==> src/dem_pkg.sv <==
// Shared widths, codes and types for the disparity error metrics block.
package dem_pkg;

   localparam int TRUTH_W    = 8;
   localparam int EST_W      = 12;
   localparam int TOL_W      = 10;
   localparam int TALLY_W    = 22;
   localparam int SQ_W       = 39;
   localparam int REL_W      = 46;
   localparam int MSE_W      = 25;
   localparam int FRAC_W     = 17;
   localparam int DVD_W      = 47;
   localparam int DIVR_W     = 22;
   localparam int CNT_W      = 6;
   localparam int CSR_IDX_W  = 2;
   localparam int MAX_PIXELS = 2097152;
   localparam int PIX_ITERS   = 24;
   localparam int FRAME_ITERS = DVD_W;

   localparam logic [TOL_W-1:0] TOL_COARSE_RST = 10'd10;
   localparam logic [TOL_W-1:0] TOL_MEDIUM_RST = 10'd20;
   localparam logic [TOL_W-1:0] TOL_FINE_RST   = 10'd100;

   typedef enum logic [CSR_IDX_W-1:0] {
      CSR_TOL_COARSE = 2'd0,
      CSR_TOL_MEDIUM = 2'd1,
      CSR_TOL_FINE   = 2'd2
   } csr_index_type;

   typedef enum logic [2:0] {
      SEL_PIX    = 3'd0,
      SEL_MSE    = 3'd1,
      SEL_REL    = 3'd2,
      SEL_COARSE = 3'd3,
      SEL_MEDIUM = 3'd4,
      SEL_FINE   = 3'd5
   } div_sel_type;

   typedef enum logic [2:0] {
      ST_IDLE,
      ST_EVAL,
      ST_PDIV,
      ST_ACC,
      ST_FSTART,
      ST_FDIV,
      ST_FSAVE,
      ST_FDONE
   } state_type;

   typedef struct packed {
      logic        load_in;
      logic        div_load;
      div_sel_type div_sel;
      logic        div_step;
      logic        acc;
      logic        save;
      logic        out_load;
      logic        clear;
   } cmd_type;

   typedef struct packed {
      logic pix_ok;
      logic last;
      logic n_zero;
      logic out_busy;
   } stat_type;

endpackage

==> src/dem_datapath.sv <==
// Datapath: input latch, per-pixel terms, accumulators, shared divider, result registers.
module dem_datapath (
   input  logic                              clock,
   input  logic                              reset,
   input  logic                              csr_wen,
   input  logic [dem_pkg::CSR_IDX_W-1:0]     csr_index,
   input  logic [dem_pkg::TOL_W-1:0]         csr_wdata,
   input  logic [dem_pkg::TRUTH_W-1:0]       req_truth_disp,
   input  logic [dem_pkg::EST_W-1:0]         req_est_disp_q4,
   input  logic                              req_frame_end,
   input  dem_pkg::cmd_type                  cmd,
   output dem_pkg::stat_type                 stat,
   input  logic                              rsp_stall,
   output logic                              rsp_valid,
   output logic [dem_pkg::MSE_W-1:0]         rsp_mse_q8,
   output logic [dem_pkg::MSE_W-1:0]         rsp_rel_err_q16,
   output logic [dem_pkg::FRAC_W-1:0]        rsp_frac_coarse_q16,
   output logic [dem_pkg::FRAC_W-1:0]        rsp_frac_medium_q16,
   output logic [dem_pkg::FRAC_W-1:0]        rsp_frac_fine_q16,
   output logic [dem_pkg::TALLY_W-1:0]       rsp_valid_pixels,
   output logic                              rsp_none_valid
);

   logic [dem_pkg::TOL_W-1:0]   tol_coarse_ff, tol_medium_ff, tol_fine_ff;
   logic [dem_pkg::TRUTH_W-1:0] truth_ff;
   logic [dem_pkg::EST_W-1:0]   est_ff;
   logic                        last_ff;

   logic [dem_pkg::TALLY_W-1:0] tally_ff, coarse_ff, medium_ff, fine_ff;
   logic [dem_pkg::SQ_W-1:0]    sq_sum_ff;
   logic [dem_pkg::REL_W-1:0]   rel_sum_ff;

   logic [dem_pkg::DVD_W-1:0]   dvd_ff, dvd_in;
   logic [dem_pkg::DVD_W-1:0]   quo_ff, quo_in;
   logic [dem_pkg::DIVR_W-1:0]  rem_ff, rem_in;
   logic [dem_pkg::DIVR_W-1:0]  divisor_ff, divisor_in;

   logic [dem_pkg::MSE_W-1:0]   mse_res_ff, rel_res_ff;
   logic [dem_pkg::FRAC_W-1:0]  fc_res_ff, fm_res_ff, ff_res_ff;
   logic                        rsp_valid_ff;

   logic [dem_pkg::EST_W:0]     est_sum;
   logic [8:0]                  est_int, truth9, diff9;
   logic [7:0]                  diff;
   logic [15:0]                 sq;
   logic [17:0]                 prod_c, prod_m, prod_f;
   logic                        hit_c, hit_m, hit_f;
   logic [dem_pkg::DIVR_W:0]    trial, trial_sub;
   logic                        trial_ge;
   logic [dem_pkg::TALLY_W-1:0] frac_tally;

   // per-pixel terms from the latched pair
   always_comb begin
      est_sum = {1'b0, est_ff} + 13'd8;
      est_int = est_sum[12:4];
      truth9  = {1'b0, truth_ff};
      diff9   = (truth9 > est_int) ? (truth9 - est_int) : (est_int - truth9);
      diff    = diff9[7:0];
      sq      = diff * diff;
      prod_c  = diff * tol_coarse_ff;
      prod_m  = diff * tol_medium_ff;
      prod_f  = diff * tol_fine_ff;
      hit_c   = prod_c < {10'd0, truth_ff};
      hit_m   = prod_m < {10'd0, truth_ff};
      hit_f   = prod_f < {10'd0, truth_ff};
   end

   assign stat.pix_ok = (truth_ff != '0) && (est_int != '0)
                        && (tally_ff < dem_pkg::TALLY_W'(dem_pkg::MAX_PIXELS));
   assign stat.last     = last_ff;
   assign stat.n_zero   = (tally_ff == '0);
   assign stat.out_busy = rsp_valid_ff && rsp_stall;

   // divider load and restoring step
   always_comb begin
      case (cmd.div_sel)
         dem_pkg::SEL_COARSE: frac_tally = coarse_ff;
         dem_pkg::SEL_MEDIUM: frac_tally = medium_ff;
         default:             frac_tally = fine_ff;
      endcase

      trial     = {rem_ff, dvd_ff[dem_pkg::DVD_W-1]};
      trial_sub = trial - {1'b0, divisor_ff};
      trial_ge  = trial >= {1'b0, divisor_ff};

      dvd_in     = {dvd_ff[dem_pkg::DVD_W-2:0], 1'b0};
      quo_in     = {quo_ff[dem_pkg::DVD_W-2:0], trial_ge};
      rem_in     = trial_ge ? trial_sub[dem_pkg::DIVR_W-1:0] : trial[dem_pkg::DIVR_W-1:0];
      divisor_in = divisor_ff;

      if (cmd.div_load) begin
         quo_in = '0;
         rem_in = '0;
         case (cmd.div_sel)
            dem_pkg::SEL_PIX: begin
               dvd_in     = {diff, 39'd0};
               divisor_in = {14'd0, truth_ff};
            end
            dem_pkg::SEL_MSE: begin
               dvd_in     = {sq_sum_ff, 8'd0};
               divisor_in = tally_ff;
            end
            dem_pkg::SEL_REL: begin
               dvd_in     = {1'b0, rel_sum_ff};
               divisor_in = tally_ff;
            end
            default: begin
               dvd_in     = {9'd0, frac_tally, 16'd0};
               divisor_in = tally_ff;
            end
         endcase
      end
   end

   always_ff @(posedge clock) begin
      if (cmd.load_in) begin
         truth_ff <= req_truth_disp;
         est_ff   <= req_est_disp_q4;
         last_ff  <= req_frame_end;
      end
      if (cmd.div_load || cmd.div_step) begin
         dvd_ff     <= dvd_in;
         quo_ff     <= quo_in;
         rem_ff     <= rem_in;
         divisor_ff <= divisor_in;
      end
      if (cmd.save) begin
         case (cmd.div_sel)
            dem_pkg::SEL_MSE:    mse_res_ff <= quo_ff[dem_pkg::MSE_W-1:0];
            dem_pkg::SEL_REL:    rel_res_ff <= quo_ff[dem_pkg::MSE_W-1:0];
            dem_pkg::SEL_COARSE: fc_res_ff  <= quo_ff[dem_pkg::FRAC_W-1:0];
            dem_pkg::SEL_MEDIUM: fm_res_ff  <= quo_ff[dem_pkg::FRAC_W-1:0];
            dem_pkg::SEL_FINE:   ff_res_ff  <= quo_ff[dem_pkg::FRAC_W-1:0];
            default: ;
         endcase
      end
      if (cmd.out_load) begin
         if (tally_ff == '0) begin
            rsp_mse_q8          <= '0;
            rsp_rel_err_q16     <= '0;
            rsp_frac_coarse_q16 <= '0;
            rsp_frac_medium_q16 <= '0;
            rsp_frac_fine_q16   <= '0;
            rsp_none_valid      <= 1'b1;
         end else begin
            rsp_mse_q8          <= mse_res_ff;
            rsp_rel_err_q16     <= rel_res_ff;
            rsp_frac_coarse_q16 <= fc_res_ff;
            rsp_frac_medium_q16 <= fm_res_ff;
            rsp_frac_fine_q16   <= ff_res_ff;
            rsp_none_valid      <= 1'b0;
         end
         rsp_valid_pixels <= tally_ff;
      end
   end

   always_ff @(posedge clock) begin
      if (reset) begin
         tol_coarse_ff <= dem_pkg::TOL_COARSE_RST;
         tol_medium_ff <= dem_pkg::TOL_MEDIUM_RST;
         tol_fine_ff   <= dem_pkg::TOL_FINE_RST;
         tally_ff      <= '0;
         coarse_ff     <= '0;
         medium_ff     <= '0;
         fine_ff       <= '0;
         sq_sum_ff     <= '0;
         rel_sum_ff    <= '0;
         rsp_valid_ff  <= 1'b0;
      end else begin
         if (csr_wen) begin
            case (csr_index)
               dem_pkg::CSR_TOL_COARSE: tol_coarse_ff <= csr_wdata;
               dem_pkg::CSR_TOL_MEDIUM: tol_medium_ff <= csr_wdata;
               dem_pkg::CSR_TOL_FINE:   tol_fine_ff   <= csr_wdata;
               default: ;
            endcase
         end
         if (cmd.clear) begin
            tally_ff   <= '0;
            coarse_ff  <= '0;
            medium_ff  <= '0;
            fine_ff    <= '0;
            sq_sum_ff  <= '0;
            rel_sum_ff <= '0;
         end else if (cmd.acc) begin
            tally_ff   <= tally_ff + 1'b1;
            coarse_ff  <= coarse_ff + dem_pkg::TALLY_W'(hit_c);
            medium_ff  <= medium_ff + dem_pkg::TALLY_W'(hit_m);
            fine_ff    <= fine_ff + dem_pkg::TALLY_W'(hit_f);
            sq_sum_ff  <= sq_sum_ff + dem_pkg::SQ_W'(sq);
            rel_sum_ff <= rel_sum_ff + dem_pkg::REL_W'(quo_ff[23:0]);
         end
         if (cmd.out_load) begin
            rsp_valid_ff <= 1'b1;
         end else if (!rsp_stall) begin
            rsp_valid_ff <= 1'b0;
         end
      end
   end

   assign rsp_valid = rsp_valid_ff;

   a_no_overwrite: assert property (@(posedge clock) disable iff (reset)
      cmd.out_load |-> !(rsp_valid_ff && rsp_stall))
      else $error("result overwritten while held");

   a_div_nonzero: assert property (@(posedge clock) disable iff (reset)
      cmd.div_step |-> divisor_ff != '0)
      else $error("divide step with zero divisor");

   a_tally_bound: assert property (@(posedge clock) disable iff (reset)
      tally_ff <= dem_pkg::TALLY_W'(dem_pkg::MAX_PIXELS))
      else $error("pixel tally above limit");

   a_acc_after_clear: assert property (@(posedge clock) disable iff (reset)
      cmd.clear |=> tally_ff == '0 && sq_sum_ff == '0)
      else $error("accumulators not cleared");

endmodule

==> src/dem_ctrl.sv <==
// Controller: sequences input transfer, pixel divide, accumulate and frame divides.
module dem_ctrl (
   input  logic               clock,
   input  logic               reset,
   input  logic               req_valid,
   output logic               req_stall,
   input  dem_pkg::stat_type  stat,
   output dem_pkg::cmd_type   cmd
);

   dem_pkg::state_type         state_ff, state_in;
   dem_pkg::div_sel_type       sel_ff, sel_in;
   logic [dem_pkg::CNT_W-1:0]  cnt_ff, cnt_in;

   always_ff @(posedge clock) begin
      if (reset) begin
         state_ff <= dem_pkg::ST_IDLE;
         sel_ff   <= dem_pkg::SEL_PIX;
         cnt_ff   <= '0;
      end else begin
         state_ff <= state_in;
         sel_ff   <= sel_in;
         cnt_ff   <= cnt_in;
      end
   end

   always_comb begin
      state_in  = state_ff;
      sel_in    = sel_ff;
      cnt_in    = cnt_ff;
      req_stall = 1'b1;
      cmd       = '0;
      cmd.div_sel = sel_ff;

      case (state_ff)
         dem_pkg::ST_IDLE: begin
            req_stall = 1'b0;
            if (req_valid) begin
               cmd.load_in = 1'b1;
               state_in    = dem_pkg::ST_EVAL;
            end
         end
         dem_pkg::ST_EVAL: begin
            if (stat.pix_ok) begin
               cmd.div_load = 1'b1;
               cmd.div_sel  = dem_pkg::SEL_PIX;
               cnt_in       = dem_pkg::CNT_W'(dem_pkg::PIX_ITERS - 1);
               state_in     = dem_pkg::ST_PDIV;
            end else if (stat.last) begin
               sel_in   = dem_pkg::SEL_MSE;
               state_in = dem_pkg::ST_FSTART;
            end else begin
               state_in = dem_pkg::ST_IDLE;
            end
         end
         dem_pkg::ST_PDIV: begin
            cmd.div_step = 1'b1;
            cnt_in       = cnt_ff - 1'b1;
            if (cnt_ff == '0) begin
               state_in = dem_pkg::ST_ACC;
            end
         end
         dem_pkg::ST_ACC: begin
            cmd.acc = 1'b1;
            if (stat.last) begin
               sel_in   = dem_pkg::SEL_MSE;
               state_in = dem_pkg::ST_FSTART;
            end else begin
               state_in = dem_pkg::ST_IDLE;
            end
         end
         dem_pkg::ST_FSTART: begin
            if (stat.n_zero) begin
               state_in = dem_pkg::ST_FDONE;
            end else begin
               cmd.div_load = 1'b1;
               cnt_in       = dem_pkg::CNT_W'(dem_pkg::FRAME_ITERS - 1);
               state_in     = dem_pkg::ST_FDIV;
            end
         end
         dem_pkg::ST_FDIV: begin
            cmd.div_step = 1'b1;
            cnt_in       = cnt_ff - 1'b1;
            if (cnt_ff == '0) begin
               state_in = dem_pkg::ST_FSAVE;
            end
         end
         dem_pkg::ST_FSAVE: begin
            cmd.save = 1'b1;
            if (sel_ff == dem_pkg::SEL_FINE) begin
               state_in = dem_pkg::ST_FDONE;
            end else begin
               sel_in   = dem_pkg::div_sel_type'(sel_ff + 3'd1);
               state_in = dem_pkg::ST_FSTART;
            end
         end
         dem_pkg::ST_FDONE: begin
            // hold until the output register is free
            if (!stat.out_busy) begin
               cmd.out_load = 1'b1;
               cmd.clear    = 1'b1;
               state_in     = dem_pkg::ST_IDLE;
            end
         end
         default: begin
            state_in = dem_pkg::ST_IDLE;
         end
      endcase
   end

   a_frame_sel: assert property (@(posedge clock) disable iff (reset)
      (state_ff == dem_pkg::ST_FDIV) |-> (sel_ff != dem_pkg::SEL_PIX))
      else $error("frame divide with pixel operand select");

   a_pdiv_len: assert property (@(posedge clock) disable iff (reset)
      (state_ff == dem_pkg::ST_PDIV) |-> cnt_ff < dem_pkg::CNT_W'(dem_pkg::PIX_ITERS))
      else $error("pixel divide count out of range");

   a_load_idle: assert property (@(posedge clock) disable iff (reset)
      cmd.load_in |=> state_ff == dem_pkg::ST_EVAL)
      else $error("transfer not followed by evaluation");

endmodule

==> src/disparity_error_metrics_top.sv <==
// Top level of the stereo disparity error metrics block.
//
// Input channel req_*: one pixel pair per transfer (truth disparity, Q8.4
// estimate, frame_end marking the last pixel of an image). Result channel
// rsp_*: one metrics record per image, sent after the frame_end pixel.
// csr_*: write-only tolerance factors, index 0 coarse, 1 medium, 2 fine.
// One pixel is processed at a time; no new pixel is taken until the last
// one is through. A skipped pixel (either value zero or the pixel limit
// reached) needs no divide; a counted pixel runs the 24 steps of the
// bit-serial divider for the relative error. A frame_end pixel adds five
// 47-step divides of the accumulators by the pixel count on the same
// divider, then an output register load. An empty image skips the divides.
// The result stays in its register while rsp_stall is high; pixels of the
// next image are still taken meanwhile, and only the next image's result
// waits for that register to free up.
// Synchronous reset restores the default factors (10, 20, 100), clears the
// accumulators and drops rsp_valid.
module disparity_error_metrics_top (
   input  logic                           clock,
   input  logic                           reset,
   input  logic                           csr_wen,
   input  logic [dem_pkg::CSR_IDX_W-1:0]  csr_index,
   input  logic [dem_pkg::TOL_W-1:0]      csr_wdata,
   input  logic                           req_valid,
   output logic                           req_stall,
   input  logic [dem_pkg::TRUTH_W-1:0]    req_truth_disp,
   input  logic [dem_pkg::EST_W-1:0]      req_est_disp_q4,
   input  logic                           req_frame_end,
   output logic                           rsp_valid,
   input  logic                           rsp_stall,
   output logic [dem_pkg::MSE_W-1:0]      rsp_mse_q8,
   output logic [dem_pkg::MSE_W-1:0]      rsp_rel_err_q16,
   output logic [dem_pkg::FRAC_W-1:0]     rsp_frac_coarse_q16,
   output logic [dem_pkg::FRAC_W-1:0]     rsp_frac_medium_q16,
   output logic [dem_pkg::FRAC_W-1:0]     rsp_frac_fine_q16,
   output logic [dem_pkg::TALLY_W-1:0]    rsp_valid_pixels,
   output logic                           rsp_none_valid
);

   dem_pkg::cmd_type  cmd;
   dem_pkg::stat_type stat;

   dem_ctrl u_ctrl (
      .clock     (clock),
      .reset     (reset),
      .req_valid (req_valid),
      .req_stall (req_stall),
      .stat      (stat),
      .cmd       (cmd)
   );

   dem_datapath u_datapath (
      .clock               (clock),
      .reset               (reset),
      .csr_wen             (csr_wen),
      .csr_index           (csr_index),
      .csr_wdata           (csr_wdata),
      .req_truth_disp      (req_truth_disp),
      .req_est_disp_q4     (req_est_disp_q4),
      .req_frame_end       (req_frame_end),
      .cmd                 (cmd),
      .stat                (stat),
      .rsp_stall           (rsp_stall),
      .rsp_valid           (rsp_valid),
      .rsp_mse_q8          (rsp_mse_q8),
      .rsp_rel_err_q16     (rsp_rel_err_q16),
      .rsp_frac_coarse_q16 (rsp_frac_coarse_q16),
      .rsp_frac_medium_q16 (rsp_frac_medium_q16),
      .rsp_frac_fine_q16   (rsp_frac_fine_q16),
      .rsp_valid_pixels    (rsp_valid_pixels),
      .rsp_none_valid      (rsp_none_valid)
   );

endmodule
==> config.mk <==
export PLATFORM = sky130hd
export DESIGN_NAME = disparity_error_metrics_top
export DESIGN_NICKNAME = d
export VERILOG_FILES = /design/src/dem_pkg.sv /design/src/dem_datapath.sv /design/src/dem_ctrl.sv /design/src/disparity_error_metrics_top.sv
export SDC_FILE = /design/constraint.sdc
export NUM_CORES = 2
export LEC_CHECK = 0
export BUFFER_PORTS_ARGS = -buffer_cell sky130_fd_sc_hd__buf_2
export CAP_MARGIN = 20
export CELL_PAD_IN_SITES_DETAIL_PLACEMENT = 0
export CELL_PAD_IN_SITES_GLOBAL_PLACEMENT = 1
export CORE_UTILIZATION = 55
export CTS_BUF_LIST = sky130_fd_sc_hd__clkbuf_2 sky130_fd_sc_hd__clkbuf_4 sky130_fd_sc_hd__clkbuf_8
export CTS_CLUSTER_SIZE = 8
export DETAILED_ROUTE_END_ITERATION = 12
export PLACE_DENSITY = 0.95
export SLEW_MARGIN = 5
export SYNTH_ARGS = -nofsm -noshare
export SYNTH_HDL_FRONTEND = slang
export SYNTH_SLANG_ARGS = --single-unit
==> constraint.sdc <==
create_clock -name clock -period 15.7 [get_ports clock]
set_clock_uncertainty 0.15 [all_clocks]
set_input_delay 0.785 -clock clock [delete_from_list [all_inputs] [get_ports clock]]
set_output_delay 0.785 -clock clock [all_outputs]
set_load 0.005 [all_outputs]
==> results.cfg <==
[routing]
ant_nets = 0
route.detailed.drc = 0
drt_iter0_drc = 1889
wl_per_cell_um = 17.1
routed_wl_mm = 80.0
viasPerCell = 5.57
vias = 26091
drt_first_pass_iters = 8

[timing]
fmax_mhz = 95.0
relSlewSlack_pct = 25.7
fin_tns_setup_ps = 0
hold_violations = 0
rsz0062_at_grt = false
setup_viol = 0
final_max_slew_viol_count = 0
period_share_pct = 67.1
min_period_ps = 10530
worst_slew_pin_slew_ps = 1110

[yosys]
synth_compound_area_share_pct = 10.0
synth_top_flop_cell = edfxtp_1
synth-seq-cells = 575
syn-num-nets = 4083
synthSimpleGateAreaFrac_pct = 18.4
synth_area_per_cell_um2 = 10.0
synth_adder_area_share_pct = 18.8
synth_top_family_by_area = adder cells
synth_edf_count = 359
mappedNetlistArea_mm2 = 0.0362
synth_xor_area_share_pct = 4.34
ys_types = 81
yosysSeqAreaShare_pct = 41.7
synthMuxAreaShare_pct = 1.55
yosys_warnings = 0
synthArstFlopShare_pct = 0
syn_inst = 3613

[finish]
final_common_cell = edfxtp_1
area_growth_pct = 9.87
layout-drive-gt1-share_pct = 10.4
nets = 4224
n_fill_cell = 5269
final_cell_mix = edfxtp_1 (359), inv_1 (336), nand2_1 (291)

[global_routing]
grt_antenna_before_repair = 1
grt_max_degree = 105
grt_pass1_vias = 25085
track_usage_pct = 24.0
grt_pass1_wl_mm = 130
grt_overflow = 0

[setup_path]
crit_arrival_ps = 10960
cp.required_ps = 16130
critPathMaxStageDelay_ps = 590
worstSetupStartpointType = flip-flop
crit_buf_inv = 6
crit_path_end_kind = flip-flop
crit_family = adder cells
critical_path.max_fanout = 26
crit_slowest_cell = xnor2_2
critical_path_class = flip-flop to flip-flop
cpMostUsedCell = inv_1

[clock_tree]
post_cts_buffers = 0
cts_root_buf = clkbuf_8
cts.sinks = 575
htree_levels = 3
path_clk_slew_ps = 70
cts_resized = 0
clk_latency_ps = 720
clk_path_buf_depth = 3
cts_tree = yes
postCtsHoldBufs = 0
numCtsBuffers = 90

[run_status]
outcome = complete, no violations

[floorplanning]
row_count = 93
start_util_pct = 55.9
fp.dieW_um = 259
core_region_area_mm2 = 0.0648
die_h_um = 259
io_pins = 164
die_area_mm2 = 0.0669

[placement]
io_buffers = 160
gp_congestion = 0.851
dpl.hpwl_mm = 55.9

[flow_run]
maxCapViolations = 0

[min_path]
min-delay-path-class = input port to flip-flop
[Yosys cell counts (all sizes together) (5+ instances only)]
master     n  area share [%]
and4      17            0.41
nor2b    206             3.6
a21boi     7            0.15
nor4      18            0.31
o211ai    12            0.26
fa       187              10
a22o       7            0.17
dfxtp    216              12
o31ai      8            0.17
o21bai    14            0.29
a31oi     14            0.28
buf       35            0.51
xnor2     79             2.0
nand2    293             3.0
mux2i     52             1.4
nand3b    14            0.29
inv      337             3.5
nor3      51            0.70
o22ai      8            0.14
edfxtp   359              30
nand4     33            0.57
a222oi     6            0.17
nor2     286             3.0
a32o      21            0.58
a21oi    201             2.8
a22oi     11            0.23
a211oi    22            0.46
o21a      14            0.29
or2        5           0.086
and3      30            0.52
o21ai    146             2.0
ha       245             8.5
a221oi     6            0.15
a21o      43            0.89
clkbuf   111             1.2
nand2b    13            0.22
a211o      8            0.19
and2     205             3.5
or3       34            0.59
xor2      97             2.4
o2111ai    5            0.12
nand3     90             1.3
[through the flow]
step                hold slack (ps)  util (%)  instances  instance area (um^2)  worst slack (ps)
floorplan                       256         -       3613                 36200              6970
global placement                280      58.4       4515                 37800              5390
detailed placement              295      58.4       4515                 37800              5180
CTS                            73.2      61.4       4683                 39800              5160
global route                   95.9      61.4       4686                 39800              4510
finish                          118      61.4       4687                 39800              5170
[layout make-up]
| type | instances | area [um^2] | area share (%) |
|---|---|---|---|
| Multi-Input combinational cell | 2554 | 19400 | 48.6 |
| Sequential cell | 575 | 15100 | 37.9 |
| Clock buffer | 150 | 1750 | 4.40 |
| Inverter | 338 | 1270 | 3.19 |
| Tap cell | 855 | 1070 | 2.69 |
| Timing Repair Buffer | 195 | 1060 | 2.67 |
| Clock inverter | 18 | 201 | 0.506 |
| Antenna cell | 2 | 5.00 | 0.0126 |
[metal layers]
| metal | share of wire, % | wire, um | track usage [%] | vias up |
|---|---|---|---|---|
| met5 | 0 | 0 | 0 | - |
| met4 | 2.4 | 1890 | 7.07 | 0 |
| met3 | 5.2 | 4180 | 3.66 | 103 |
| met2 | 48 | 38300 | 40.7 | 682 |
| met1 | 44 | 35600 | 31.8 | 12656 |
| li1 | - | - | - | 12650 |
[worst paths after layout]
kind | start | end | slack (ps) | cells past startpoint
worst max-delay path | u_datapath.est_ff[3] | u_datapath.fine_ff[21] | 5170 | 35
worst min-delay path | req_truth_disp[3] | u_datapath.truth_ff[3] | 120 | 1
worst max register to register | u_datapath.est_ff[3] | u_datapath.fine_ff[21] | 5170 | 35
worst min register to register | u_datapath.quo_ff[24] | u_datapath.rel_res_ff[24] | 320 | 0
[cell families after synthesis]
| logic type | Yosys count |
|---|---|
| buffers and inverters | 484 |
| AOI/OAI and AO/OA | 581 |
| DFF | 575 |
| xor gates and xnor gates | 176 |
| and+or+nand+nor | 1310 |
| muxes | 55 |
| adders and majority gates | 432 |
[state kept, by name, indices dropped and copies added, names as in the netlist, 10 cells and up]
register                        count
u_datapath.dvd_ff                  47
u_datapath.quo_ff                  25
u_datapath.rsp_rel_err_q16         25
u_datapath.fc_res_ff               17
u_datapath.fm_res_ff               17
u_datapath.rel_res_ff              25
u_datapath.tol_medium_ff           10
u_datapath.rel_sum_ff              46
u_datapath.tally_ff                22
u_datapath.rsp_frac_medium_q16     17
u_datapath.tol_coarse_ff           10
u_datapath.rsp_valid_pixels        22
u_datapath.rsp_frac_fine_q16       17
u_datapath.fine_ff                 22
u_datapath.rsp_frac_coarse_q16     17
u_datapath.mse_res_ff              25
u_datapath.rem_ff                  22
u_datapath.divisor_ff              22
u_datapath.tol_fine_ff             10
u_datapath.medium_ff               22
u_datapath.sq_sum_ff               39
u_datapath.rsp_mse_q8              25
u_datapath.coarse_ff               22
u_datapath.ff_res_ff               17
Power is not shown: default switching activity piles up to over one toggle a cycle in this logic, so the estimate is an artifact.
